**config.mk**
```make
export PLATFORM = sky130hd
export DESIGN_NAME = checker_pattern_generator_unit
export DESIGN_NICKNAME = d
export VERILOG_FILES = /design/src/rtl/cpg_pkg.sv /design/src/rtl/cpg_regs.sv /design/src/rtl/checker_pattern_generator_unit.sv
export SDC_FILE = /design/constraint.sdc
export NUM_CORES = 1
export LEC_CHECK = 0
export ABC_AREA = 0
export BUFFER_PORTS_ARGS = -buffer_cell sky130_fd_sc_hd__buf_4
export CELL_PAD_IN_SITES_DETAIL_PLACEMENT = 1
export CELL_PAD_IN_SITES_GLOBAL_PLACEMENT = 1
export CORE_MARGIN = 4
export CORE_UTILIZATION = 30
export CTS_CLUSTER_SIZE = 12
export DETAILED_ROUTE_END_ITERATION = 10
export PLACE_DENSITY_LB_ADDON = 0.1
export SLEW_MARGIN = 10
export SYNTH_ARGS = -nofsm -noshare
export SYNTH_HDL_FRONTEND = slang
export SYNTH_HIERARCHICAL = 1
export SYNTH_SLANG_ARGS = --single-unit
```
**constraint.sdc**
```tcl
create_clock -name clk -period 6.7 [get_ports clk]
set_input_delay 0.335 -clock clk [delete_from_list [all_inputs] [get_ports clk]]
set_output_delay 0.335 -clock clk [all_outputs]
set_load 0.01 [all_outputs]
```
**src/rtl/cpg_pkg.sv**
```systemverilog
`default_nettype none

package cpg_pkg;

  localparam int MAX_DIM  = 4096;
  localparam int DIM_W    = $clog2(MAX_DIM + 1);
  localparam int CNT_W    = $clog2(MAX_DIM);
  localparam int CFG_W    = 13;
  localparam int COLOR_W  = 32;
  localparam int DATA_W   = 32;
  localparam int NUM_REGS = 6;
  localparam int ADDR_W   = $clog2(NUM_REGS) + 2;

  typedef enum logic [ADDR_W-3:0] {
    REG_IMAGE_WIDTH  = 3'd0,
    REG_IMAGE_HEIGHT = 3'd1,
    REG_CELLS_ACROSS = 3'd2,
    REG_CELLS_DOWN   = 3'd3,
    REG_COLOR_A      = 3'd4,
    REG_COLOR_B      = 3'd5
  } reg_idx_t;

  typedef struct packed {
    logic [CFG_W-1:0]   image_width;
    logic [CFG_W-1:0]   image_height;
    logic [CFG_W-1:0]   cells_across;
    logic [CFG_W-1:0]   cells_down;
    logic [COLOR_W-1:0] color_a;
    logic [COLOR_W-1:0] color_b;
  } cfg_t;

endpackage

`default_nettype wire

```
**src/rtl/cpg_regs.sv**
```systemverilog
`default_nettype none

module cpg_regs (
  input  wire logic                       clk,
  input  wire logic                       rst_n,
  input  wire logic                       psel,
  input  wire logic                       penable,
  input  wire logic                       pwrite,
  input  wire logic [cpg_pkg::ADDR_W-1:0] paddr,
  input  wire logic [cpg_pkg::DATA_W-1:0] pwdata,
  output logic      [cpg_pkg::DATA_W-1:0] prdata,
  output logic                            pready,
  output cpg_pkg::cfg_t                   cfg
);
  import cpg_pkg::*;

  cfg_t     cfg_r;
  logic     wr_en;
  reg_idx_t idx;

  assign pready = 1'b1;
  assign wr_en  = psel && penable && pwrite;
  assign idx    = reg_idx_t'(paddr[ADDR_W-1:2]);
  assign cfg    = cfg_r;

  always_ff @(posedge clk) begin
    if (!rst_n) begin
      cfg_r.image_width  <= CFG_W'(256);
      cfg_r.image_height <= CFG_W'(256);
      cfg_r.cells_across <= CFG_W'(8);
      cfg_r.cells_down   <= CFG_W'(8);
      cfg_r.color_a      <= 32'hFFFF_FFFF;
      cfg_r.color_b      <= 32'h0000_00FF;
    end else if (wr_en) begin
      case (idx)
        REG_IMAGE_WIDTH:  cfg_r.image_width  <= pwdata[CFG_W-1:0];
        REG_IMAGE_HEIGHT: cfg_r.image_height <= pwdata[CFG_W-1:0];
        REG_CELLS_ACROSS: cfg_r.cells_across <= pwdata[CFG_W-1:0];
        REG_CELLS_DOWN:   cfg_r.cells_down   <= pwdata[CFG_W-1:0];
        REG_COLOR_A:      cfg_r.color_a      <= pwdata[COLOR_W-1:0];
        REG_COLOR_B:      cfg_r.color_b      <= pwdata[COLOR_W-1:0];
        default: ;
      endcase
    end
  end

  always_comb begin
    case (idx)
      REG_IMAGE_WIDTH:  prdata = DATA_W'(cfg_r.image_width);
      REG_IMAGE_HEIGHT: prdata = DATA_W'(cfg_r.image_height);
      REG_CELLS_ACROSS: prdata = DATA_W'(cfg_r.cells_across);
      REG_CELLS_DOWN:   prdata = DATA_W'(cfg_r.cells_down);
      REG_COLOR_A:      prdata = DATA_W'(cfg_r.color_a);
      REG_COLOR_B:      prdata = DATA_W'(cfg_r.color_b);
      default:          prdata = '0;
    endcase
  end

endmodule

`default_nettype wire

```
**src/rtl/checker_pattern_generator_unit.sv**
```systemverilog
// Checkerboard pattern source, one RGBA pixel per accepted request beat.
// The pixel appears on the output in the cycle after its request beat.
// Throughput: one pixel per cycle while out_ready stays high; a request is taken in the same cycle that
// the waiting pixel leaves, since in_ready follows out_ready when full.
// Reset (synchronous, active low) returns to the first pixel of the frame
// and loads the default register values; the output register empties.
`default_nettype none

module checker_pattern_generator_unit (
  input  wire logic                       clk,
  input  wire logic                       rst_n,
  input  wire logic                       in_valid,
  output logic                            in_ready,
  input  wire logic                       in_pixel_request,
  output logic                            out_valid,
  input  wire logic                       out_ready,
  output logic      [7:0]                 out_red,
  output logic      [7:0]                 out_green,
  output logic      [7:0]                 out_blue,
  output logic      [7:0]                 out_alpha,
  output logic                            out_row_end,
  output logic                            out_frame_end,
  input  wire logic                       psel,
  input  wire logic                       penable,
  input  wire logic                       pwrite,
  input  wire logic [cpg_pkg::ADDR_W-1:0] paddr,
  input  wire logic [cpg_pkg::DATA_W-1:0] pwdata,
  output logic      [cpg_pkg::DATA_W-1:0] prdata,
  output logic                            pready
);
  import cpg_pkg::*;

  localparam int EXT_W = DIM_W + CFG_W;

  cfg_t cfg;

  cpg_regs u_regs (
    .clk     (clk),
    .rst_n   (rst_n),
    .psel    (psel),
    .penable (penable),
    .pwrite  (pwrite),
    .paddr   (paddr),
    .pwdata  (pwdata),
    .prdata  (prdata),
    .pready  (pready),
    .cfg     (cfg)
  );

  function automatic logic [DIM_W-1:0] clamp_dim(input logic [CFG_W-1:0] v);
    logic [DIM_W-1:0] r;
    if (v == '0) begin
      r = DIM_W'(1);
    end else if (EXT_W'(v) > EXT_W'(MAX_DIM)) begin
      r = DIM_W'(MAX_DIM);
    end else begin
      r = DIM_W'(v);
    end
    return r;
  endfunction

  // Adds the clamped cell count and takes the size off once on overflow.
  // Bit DIM_W of the result is the parity flip.
  function automatic logic [DIM_W:0] acc_step(input logic [DIM_W-1:0] err,
                                              input logic [CFG_W-1:0] cells,
                                              input logic [DIM_W-1:0] size);
    logic [DIM_W:0] n;
    logic [DIM_W:0] sum;
    logic [DIM_W:0] r;
    n   = (EXT_W'(cells) > EXT_W'(size)) ? {1'b0, size} : (DIM_W + 1)'(cells);
    sum = {1'b0, err} + n;
    if (sum >= {1'b0, size}) begin
      r = {1'b1, DIM_W'(sum - {1'b0, size})};
    end else begin
      r = {1'b0, sum[DIM_W-1:0]};
    end
    return r;
  endfunction

  logic [CNT_W-1:0] col_cnt_r, col_cnt_nxt;
  logic [CNT_W-1:0] row_cnt_r, row_cnt_nxt;
  logic [DIM_W-1:0] col_err_r, col_err_nxt;
  logic [DIM_W-1:0] row_err_r, row_err_nxt;
  logic             col_par_r, col_par_nxt;
  logic             row_par_r, row_par_nxt;

  logic             out_valid_r;
  logic [7:0]       red_r, green_r, blue_r, alpha_r;
  logic             row_end_r, frame_end_r;

  logic [DIM_W-1:0] w, h;
  logic             row_last, frame_last;
  logic [COLOR_W-1:0] color;
  logic [DIM_W:0]   col_acc, row_acc;
  logic             take;

  assign in_ready = !out_valid_r || out_ready;
  assign take     = in_valid && in_ready && in_pixel_request;

  assign w          = clamp_dim(cfg.image_width);
  assign h          = clamp_dim(cfg.image_height);
  assign row_last   = DIM_W'(col_cnt_r) >= (w - DIM_W'(1));
  assign frame_last = row_last && (DIM_W'(row_cnt_r) >= (h - DIM_W'(1)));
  assign color      = (col_par_r ^ row_par_r) ? cfg.color_b : cfg.color_a;
  assign col_acc    = acc_step(col_err_r, cfg.cells_across, w);
  assign row_acc    = acc_step(row_err_r, cfg.cells_down, h);

  always_comb begin
    col_cnt_nxt = col_cnt_r;
    row_cnt_nxt = row_cnt_r;
    col_err_nxt = col_err_r;
    row_err_nxt = row_err_r;
    col_par_nxt = col_par_r;
    row_par_nxt = row_par_r;
    if (frame_last) begin
      col_cnt_nxt = '0;
      row_cnt_nxt = '0;
      col_err_nxt = '0;
      row_err_nxt = '0;
      col_par_nxt = 1'b0;
      row_par_nxt = 1'b0;
    end else if (row_last) begin
      col_cnt_nxt = '0;
      col_err_nxt = '0;
      col_par_nxt = 1'b0;
      row_cnt_nxt = row_cnt_r + CNT_W'(1);
      row_err_nxt = row_acc[DIM_W-1:0];
      row_par_nxt = row_par_r ^ row_acc[DIM_W];
    end else begin
      col_cnt_nxt = col_cnt_r + CNT_W'(1);
      col_err_nxt = col_acc[DIM_W-1:0];
      col_par_nxt = col_par_r ^ col_acc[DIM_W];
    end
  end

  always_ff @(posedge clk) begin
    if (!rst_n) begin
      col_cnt_r   <= '0;
      row_cnt_r   <= '0;
      col_err_r   <= '0;
      row_err_r   <= '0;
      col_par_r   <= 1'b0;
      row_par_r   <= 1'b0;
      out_valid_r <= 1'b0;
    end else begin
      if (take) begin
        col_cnt_r   <= col_cnt_nxt;
        row_cnt_r   <= row_cnt_nxt;
        col_err_r   <= col_err_nxt;
        row_err_r   <= row_err_nxt;
        col_par_r   <= col_par_nxt;
        row_par_r   <= row_par_nxt;
        out_valid_r <= 1'b1;
      end else if (out_ready) begin
        out_valid_r <= 1'b0;
      end
    end
  end

  // Payload needs no reset; it is only looked at while out_valid is high.
  always_ff @(posedge clk) begin
    if (take) begin
      red_r       <= color[31:24];
      green_r     <= color[23:16];
      blue_r      <= color[15:8];
      alpha_r     <= color[7:0];
      row_end_r   <= row_last;
      frame_end_r <= frame_last;
    end
  end

  assign out_valid     = out_valid_r;
  assign out_red       = red_r;
  assign out_green     = green_r;
  assign out_blue      = blue_r;
  assign out_alpha     = alpha_r;
  assign out_row_end   = row_end_r;
  assign out_frame_end = frame_end_r;

endmodule

`default_nettype wire

```
==> results of run 1 <==
==> power groups by stage <==
stage / clock [mW] / combinational (mW) / sequential [mW]
6_report: 1.33 / 0.927 / 1.32
2_1_floorplan: 0 / 0.645 / 1.35
4_1_cts: 1.38 / 0.927 / 1.32
3_5_place_dp: 0 / 0.914 / 1.35
5_1_grt: 1.44 / 1.03 / 1.32
3_3_place_gp: 0 / 0.908 / 1.34
==> what timing repair did <==
| action | CTS | global route |
|---|---|---|
| buffers inserted | 3 | 10 |
| endpoints found under the hold margin | 8 | 0 |
| endpoints found under the setup margin | 15 | 28 |
| gates resized for setup | 2 | 35 |
| hold buffers | 8 | 0 |
| pin swaps | 0 | 11 |
==> synth_stat cells (all sizes together), types with 2 or more instances <==
master   number  share of area, %
a31oi         5              0.23
nor2         98               2.8
nor4          7              0.37
xor2         23               1.5
inv          90               2.5
nand4        27               1.4
a211o         2              0.13
a22oi        10              0.56
buf          27               1.3
fa            4              0.60
nand3        24              0.94
clkbuf       48               1.4
a221oi        2              0.13
nand2b       12              0.56
o22ai         4              0.19
and2          4              0.19
nor2b        16              0.80
a21o         14              0.79
or3          17              0.79
o311ai        4              0.39
o21a         18               1.0
and4          2              0.13
and3          5              0.23
o21bai        6              0.34
mux2i       149                11
edfxtp       34               7.6
or4           3              0.17
a21boi        4              0.22
or2           7              0.33
nor3         29               1.2
o211ai       45               2.5
a211oi       15              0.92
o41ai         3              0.39
a21oi        50               1.9
nor3b         2              0.15
a2bb2oi       9              0.59
o31ai         6              0.34
ha          106               9.9
o221ai        5              0.46
nand2       187               5.3
o21ai       112               4.4
xnor2        39               2.6
dfxtp       169                25
mux2         52               4.4
==> sequential cells by signal (all words and copies together) (netlist names) <==
| signal | flops |
|---|---|
| row_cnt_r | 12 |
| out_valid | 1 |
| col_par_r | 1 |
| u_regs/cfg | 116 |
| out_row_end | 1 |
| out_red | 8 |
| row_err_r | 13 |
| out_frame_end | 1 |
| col_err_r | 13 |
| out_alpha | 8 |
| out_green | 8 |
| row_par_r | 1 |
| col_cnt_r | 12 |
| out_blue | 8 |
==> layer usage <==
layer,global-route usage [%],vias to the layer above,wire (um)
li1,-,5657,-
met1,24.3,5509,20500
met2,30.3,141,20800
met3,3.68,52,2140
met4,3.86,0,865
met5,0,-,0
==> per-stage QoR <==
step	total power, mW	util, %	cell area (um^2)	worst slack [ps]	TNS [ps]
after floorplan	1.99	-	13400	589	0
after global placement	2.25	34.0	15000	94.7	0
after detailed placement	2.26	34.0	15000	-52.5	-231
after CTS	3.63	36.1	15900	60.8	0
after global routing	3.79	36.6	16100	-32.9	-158
final	3.58	36.6	16100	320	0
==> cells by family after synthesis <==
| group | count (synthesis) | share of synthesized area, % |
|---|---|---|
| multiplexers | 202 | 15.7 |
| adder cells (fa/ha/maj) | 110 | 10.5 |
| other | 1 | 0.0280 |
| AND/OR/NAND/NOR | 443 | 15.5 |
| AO/OA/AOI/OAI | 321 | 16.0 |
| flip-flops | 203 | 32.9 |
| buffers and inverters | 166 | 5.23 |
| XOR/XNOR | 62 | 4.06 |
==> worst max-delay path, delay by kind of cell (launching register included) <==
kind	cells	cell delay, ps
mux	2	580
flops	1	370
buf+inv	2	390
simple gates	7	820
fa+ha+maj	3	1040
compound gates	14	2820
xor+xnor	1	190
==> final cells by class <==
type	instances	share of cell area, %
multi-input cells	1139	52.2
flip-flops and latches	203	27.3
repair buffers	181	8.82
well taps	592	4.59
clock buffers	34	4.35
inverters	91	2.12
clock inverters	16	0.574
==> worst max path at each step <==
stage | start | endpoint
floorplan | u_regs/cfg[98] | row_par_r
global placement | u_regs/cfg[113] | col_err_r[10]
detailed placement | u_regs/cfg[98] | row_err_r[2]
CTS | u_regs/cfg[98] | row_err_r[4]
global route | u_regs/cfg[113] | col_err_r[8]
finish | u_regs/cfg[114] | col_err_r[10]
==> reports/qor.yml, run 1 <==
dp_hpwl_um: 32300
synth-async-reset-ratio_pct: 0
clock_latency_ps: 570
detailroute.via_count: 11359
synthesis.instances: 1508
fillCellCount: 5170
comb_power_share_pct: 25.9
finalWirelength_um: 44300
hold_slack_ps: 33.3
tritoncts_num_sinks: 203
hp-start: "pwdata[15]"
drc_errors: 0
final_net_count: 1798
routabilityCongestion: 0.800
crit_required_ps: 7130
timing_max_transition_violations_final: 0
min_delay_worst_endpoint: "u_regs/cfg[15]"
max-clock-path-buffers: 3
tightest_slew_ps: 994
detailedRoute.firstPassIterationCount: 5
die-area_um2: 48000
finalSetupViolations: 0
crit_arrival_ps: 6810
diodes: 0
worst-path-max-fanout: 13
yosysUniqueCellTypes: 82
layout_cell_share_with_drive_strength_beyond_1_pct: 19.2
seq_area_um2: 4410
detail-route-antenna-nets: 0
grt_first_pass_wirelength_um: 69200
ir_worst_vdd_v: 0.000181
tritoncts: "done"
post-route-min-period_ps: 6380
timing.max_cap.violations: 0
power.share.switching_pct: 30.8
floorplan.initialDensity_pct: 30.3
timing.fmax_mhz: 157
reg2reg_depth: 29
synth-edff-count: 34
cts.root.buffer_cell: "clkbuf_16"
cp_slowest_cell: "fa_1"
worst_r2r_startpoint: "u_regs/cfg[114]"
floorplan.rows: 77
avgSynthCellArea_um2: 8.87
power.share.clock_pct: 37.2
cellLeakagePower_nw: 6.54
stdcell_count: 2256
grt_util_all_layers_pct: 18.1
int_pwr_mw: 2.47
vias_per_cell: 5.04
ys_warn_count: 6
cts-htree-levels: 1
overflow: 0
cell_count_of_the_worst_hold_path: 3
switchingPower_mw: 1.10
final_common_cell: "nand2_1"
fin_crit_sh_pct: 95.2
rr_endpoint: "col_err_r[10]"
synth.ff_latch_count: 203
hold_path.class: "input pin to flip-flop"
max_slew_margin_pct: 33.6
synth_fp_nets: 1663
regToRegSetupSlack_ps: 320
seq_power_share_pct: 36.9
initialDrtViolationCount: 445
worst_setup_path_end_kind: "flip-flop"
routed_wire_per_std_cell_um: 19.6
chipWidth_um: 219
port-buffer-count: 110
cts_buffers: 27
floorplan.die.height_um: 219
ys_seq_area_share_pct: 32.9
synth_top_flop_cell: "dfxtp_1"
report.final.hold_viol_count: 0
clock_transition_at_path_regs_ps: 60
grt_start_max_net_pins: 84
io-pin-count: 114
area_added_between_synthesis_and_finish_pct: 20.6
finClkSkew_ps: 16.3
max_stage_delay_ps: 480
antenna_violations_before_repair: 0
outcome: "finished, final reports clean"
grt_pass1_vias: 12147
fp.coreArea_um2: 44100
power.density_nw_per_um2: 222
place_inst: 2185
footprint_of_the_multi_input_gates_um2: 8430
mostFrequentLayoutCells: "186 x nand2_1, 167 x dfxtp_1, 166 x buf_4"
critical_path.startpoint_type: "flip-flop"
synth_area_um2: 13400
crit_type: "flip-flop to flip-flop"
Power figures use the tool's default switching activity.
==> run 2, diff against run 1 <==
MAX_ROUTING_LAYER = met4   (was unset)
==> run 2 against run 1 <==
Compared with the run above:
- non-clock buffer count is 2 lower
- global-route usage up 0.52 points
- utilization hardly changed
- first-iteration DRC count decreased by 4.0%
- cell count hardly changed
- clock skew is 1.4 ps higher
- largest cell class unchanged
==> reports/qor.yml, run 2 (synthesis results as in run 1) <==
crit_type: "flip-flop to flip-flop"
finalSetupViolations: 0
port-buffer-count: 110
layout.cell_area.non_filler_um2: 16100
dp_hpwl_um: 32300
fin_total_pwr_mw: 3.58
grt_util_all_layers_pct: 18.6
report.final.hold_viol_count: 0
timing.fmax_mhz: 156
initialDrtViolationCount: 427
place_inst: 2185
stdcell_count: 2254
worst_r2r_startpoint: "u_regs/cfg[114]"
chipWidth_um: 219
hold_path.class: "input pin to flip-flop"
vias_per_cell: 5.05
grt_start_max_net_pins: 84
critical_path.startpoint_type: "flip-flop"
cp_slowest_cell: "fa_1"
drc_errors: 0
grt_pass1_vias: 12154
floorplan.rows: 77
worstPathBufferInverterCount: 2
finClkSkew_ps: 17.7
floorplan.die.height_um: 219
cts.root.buffer_cell: "clkbuf_16"
antenna_violations_before_repair: 0
overflow: 0
worst-path-max-fanout: 13
die-area_um2: 48000
tritoncts_num_sinks: 203
mostFrequentLayoutCells: "186 x nand2_1, 167 x dfxtp_1, 164 x buf_4"
worst_setup_path_end_kind: "flip-flop"
power.density_nw_per_um2: 222
cts_buffers: 27
place_area_um2: 15000
cts-htree-levels: 1
crit_path_start: "u_regs/cfg[114]"
largest_register_ff_count: 116
io-pin-count: 114
fin_crit_sh_pct: 95.5
clock_latency_ps: 570
max_slew_margin_pct: 33.3
tritoncts: "done"
max_stage_delay_ps: 480
finalWirelength_um: 44100
cellLeakagePower_nw: 6.53
crit_required_ps: 7130
outcome: "finished, final reports clean"
timing_max_transition_violations_final: 0
routabilityCongestion: 0.811
final_net_count: 1796
ir_worst_vdd_v: 0.000181
fin_tns_setup_ps: 0
clock_transition_at_path_regs_ps: 60
routed_wire_per_std_cell_um: 19.6
final_common_cell: "nand2_1"
post-route-min-period_ps: 6400
detail-route-antenna-nets: 0
diodes: 0
area_added_between_synthesis_and_finish_pct: 20.5
layout_cell_share_with_drive_strength_beyond_1_pct: 19.1
hp-start: "pwdata[15]"
crit_family: "compound AO/OA/AOI/OAI gates"
timing.max_cap.violations: 0
fp.coreArea_um2: 44100
finalCoreUtilization_pct: 36.5
detailroute.via_count: 11391
floorplan.initialDensity_pct: 30.3
grt_first_pass_wirelength_um: 69200
crit_arrival_ps: 6830
tightest_slew_ps: 1000
detailedRoute.firstPassIterationCount: 4
max-clock-path-buffers: 3
==> run 2: stage by stage <==
| step | hold slack (ps) | worst slack, ps |
|---|---|---|
| after CTS | 0.737 | 60.8 |
| after global placement | 442 | 94.7 |
| final | 31.7 | 299 |
| after detailed placement | 450 | -52.5 |
| after global routing | 12.3 | -58.1 |
| after floorplan | 430 | 589 |
==> run 2: metal layers <==
layer	track usage, %	share of wire, %
met1	24.3	46
met2	30.3	47
met3	3.61	4.9
met4	3.86	2.0
met5	-	0
==> run 2: path summary, 6_finish.rpt <==
kind               endpoint  slack (ps)  cells past startpoint
max           col_err_r[10]         300                     29
max reg2reg   col_err_r[10]         300                     29
min reg2reg   col_err_r[11]         460                      2
min          u_regs/cfg[15]          30                      3
==> run 2: area by class of cell <==
class                      instances  area (um^2)
multi-input combinational       1139         8430
sequential                       203         4410
inverter                          91          342
tap                              592          741
timing repair buffer             179         1410
fill                            5172        28000
clock inverter                    16         92.6
clock buffer                      34          702
==> run 2: worst reg2reg max path: cells and delay by family (launching register included) <==
family,cells,cell delay [ps]
buf+inv,2,390
mux,2,590
xor+xnor,1,190
fa+ha+maj,3,1040
flops,1,380
compound gates,14,2830
simple gates,7,830
==> run 2: timing repair <==
item	CTS	global route
gates cloned	0	0
resized for setup	2	35
endpoints found under the hold margin	8	0
hold buffers	8	0
pin swaps	0	10
endpoints found under the setup margin	15	28
buffers inserted	3	8
==> run 2: where the power goes <==
group          total, mW  leakage (nW)  switching [mW]  internal (mW)
Clock               1.33         0.387           0.589          0.743
Sequential          1.32          1.61          0.0243           1.29
Combinational      0.928          4.53           0.492          0.436
Total               3.58          6.53            1.11           2.47
==> run 3, diff against run 2 <==
clock period = 6.35 ns   (was 6.7 ns; I/O delays follow)
==> run 3 against run 2 <==
Compared with the run above:
- sequential power increased by 5%
- routed wire length increased by 2.0%
- via count increased by 2.7%
- die area unchanged
- clock skew decreased by 8.7 ps
- count of clock-buffer cells in the layout increased by 6
- fmax increased by 2.6%
- sequential share of layout area decreased by 0.98 points
- critical path type unchanged
- largest cell class unchanged
- largest power group unchanged
==> reports/qor.yml, run 3 (synthesis results as in run 1) <==
fin_total_pwr_mw: 3.92
port-buffer-count: 110
floorplan.die.height_um: 219
max-clock-path-buffers: 3
crit_required_ps: 6820
cts-htree-levels: 1
grt_util_all_layers_pct: 19.1
detailedRoute.firstPassIterationCount: 4
place_inst: 2245
largest_register_ff_count: 116
reg2reg_depth: 29
timing.max_cap.violations: 0
post-route-min-period_ps: 6240
clock_transition_at_path_regs_ps: 60
cts.root.buffer_cell: "clkbuf_16"
detailroute.via_count: 11700
final_common_cell: "buf_4"
ir_worst_vdd_v: 0.000181
area_added_between_synthesis_and_finish_pct: 24.8
regToRegSetupSlack_ps: 110
global_route.usage.met1_pct: 24.9
final_net_count: 1862
vias_per_cell: 5.05
detail-route-antenna-nets: 0
die-area_um2: 48000
max_slew_margin_pct: 33.2
worst_r2r_startpoint: "u_regs/cfg[98]"
layout_setup_ws_ps: 113
report.final.hold_viol_count: 0
crit_arrival_ps: 6700
crit_path_frequent_cell: "o21a_1"
layout_cell_share_with_drive_strength_beyond_1_pct: 22.5
floorplan.initialDensity_pct: 30.3
hp-start: "pwdata[18]"
power.density_nw_per_um2: 235
gr-usage-met2_pct: 31.3
tritoncts: "done"
timing.fmax_mhz: 160
crit_type: "flip-flop to flip-flop"
worst_setup_path_end_kind: "flip-flop"
grt_setup_unrepaired: "yes"
post-place-ws_ps: -261
finalWirelength_um: 45000
outcome: "finished, final reports clean"
overflow: 0
cell_count_of_the_worst_hold_path: 3
max_stage_delay_ps: 560
min_delay_worst_endpoint: "u_regs/cfg[18]"
grt_pass1_vias: 12502
groute.layer.met3.usage_pct: 3.85
critical_path.startpoint_type: "flip-flop"
finalCoreUtilization_pct: 37.9
cts_buffers: 26
initialDrtViolationCount: 438
cp_slowest_cell: "or4_4"
rr_endpoint: "row_err_r[2]"
floorplan.rows: 77
busiest_layer: "met2"
finClkSkew_ps: 9.02
finalSetupViolations: 0
tritoncts_num_sinks: 203
grt_start_max_net_pins: 86
hold_path.class: "input pin to flip-flop"
antenna_violations_before_repair: 0
stdcell_count: 2319
grt_first_pass_wirelength_um: 71200
diodes: 0
tightest_slew_ps: 1000
timing_max_transition_violations_final: 0
cellLeakagePower_nw: 6.87
fp.coreArea_um2: 44100
drc_errors: 0
clock_latency_ps: 550
mostFrequentLayoutCells: "234 x buf_4, 186 x nand2_1, 169 x dfxtp_1"
io-pin-count: 114
dp_hpwl_um: 33300
worst-path-max-fanout: 8
routabilityCongestion: 0.839
chipWidth_um: 219
fin_crit_sh_pct: 98.2
routed_wire_per_std_cell_um: 19.4
hold_slack_ps: 25.4
run 3: cell types whose count changed in the layout (fill, tap and decap cells not counted), moves of 2 or more:
cell,before,now
clkbuf_1,7,9
dfxtp_1,167,169
buf_4,164,234
clkbuf_8,0,5
dfxtp_2,2,0
clkinv_1,9,3
clkinv_2,4,1
buf_6,5,1
run 3: worst max-delay path by stage:
stage	endpoint	from	cells after the start
5_1_grt	row_err_r[4]	u_regs/cfg[98]	31
2_1_floorplan	row_par_r	u_regs/cfg[98]	30
4_1_cts	row_err_r[2]	u_regs/cfg[98]	29
3_5_place_dp	row_err_r[2]	u_regs/cfg[98]	29
6_report	row_err_r[2]	u_regs/cfg[98]	29
3_3_place_gp	row_err_r[9]	u_regs/cfg[98]	28
run 3: critical path, delay by kind of cell, from the launching register on:
kind	cells	cell delay, ps
AOI/OAI and AO/OA	14	2280
adders and majority gates	3	730
buffers and inverters	1	230
DFF	1	310
muxes	2	490
and+or+nand+nor	9	2100
run 3: per-stage QoR:
| step | area (um^2) | setup TNS, ps |
|---|---|---|
| after global placement | 15500 | -814 |
| final | 16700 | 0 |
| after detailed placement | 15500 | -3260 |
| after global routing | 16700 | -3410 |
| after CTS | 16400 | -1.56 |
| after floorplan | 13400 | 0 |
run 3: cell type report:
class	count	area [um^2]
clock buffer	40	753
clock inverter	8	91.3
fill	5176	27400
inverter	91	342
multi-input combinational	1139	8470
sequential	203	4400
tap	592	741
timing repair buffer	246	1910
run 3: timing repair:
item	4_1_cts	5_1_grt
endpoints found under the hold margin	8	0
hold buffers	8	0
pin swaps	7	27
gates resized for setup	6	31
setup endpoints to repair	26	28
buffers inserted	4	14
run 3: layer usage:
layer	wire length, um	part of all wire, %	vias to the layer above
met5	0	0	-
met2	21200	47	151
met4	813	1.8	0
met3	1970	4.4	47
met1	21000	47	5710
li1	-	-	5792
run 3: where the power goes:
group	total (mW)	switching (mW)	internal, mW
combinational	1.06	0.542	0.523
sequential	1.39	0.0247	1.37
clock	1.46	0.605	0.859
total	3.92	1.17	2.75
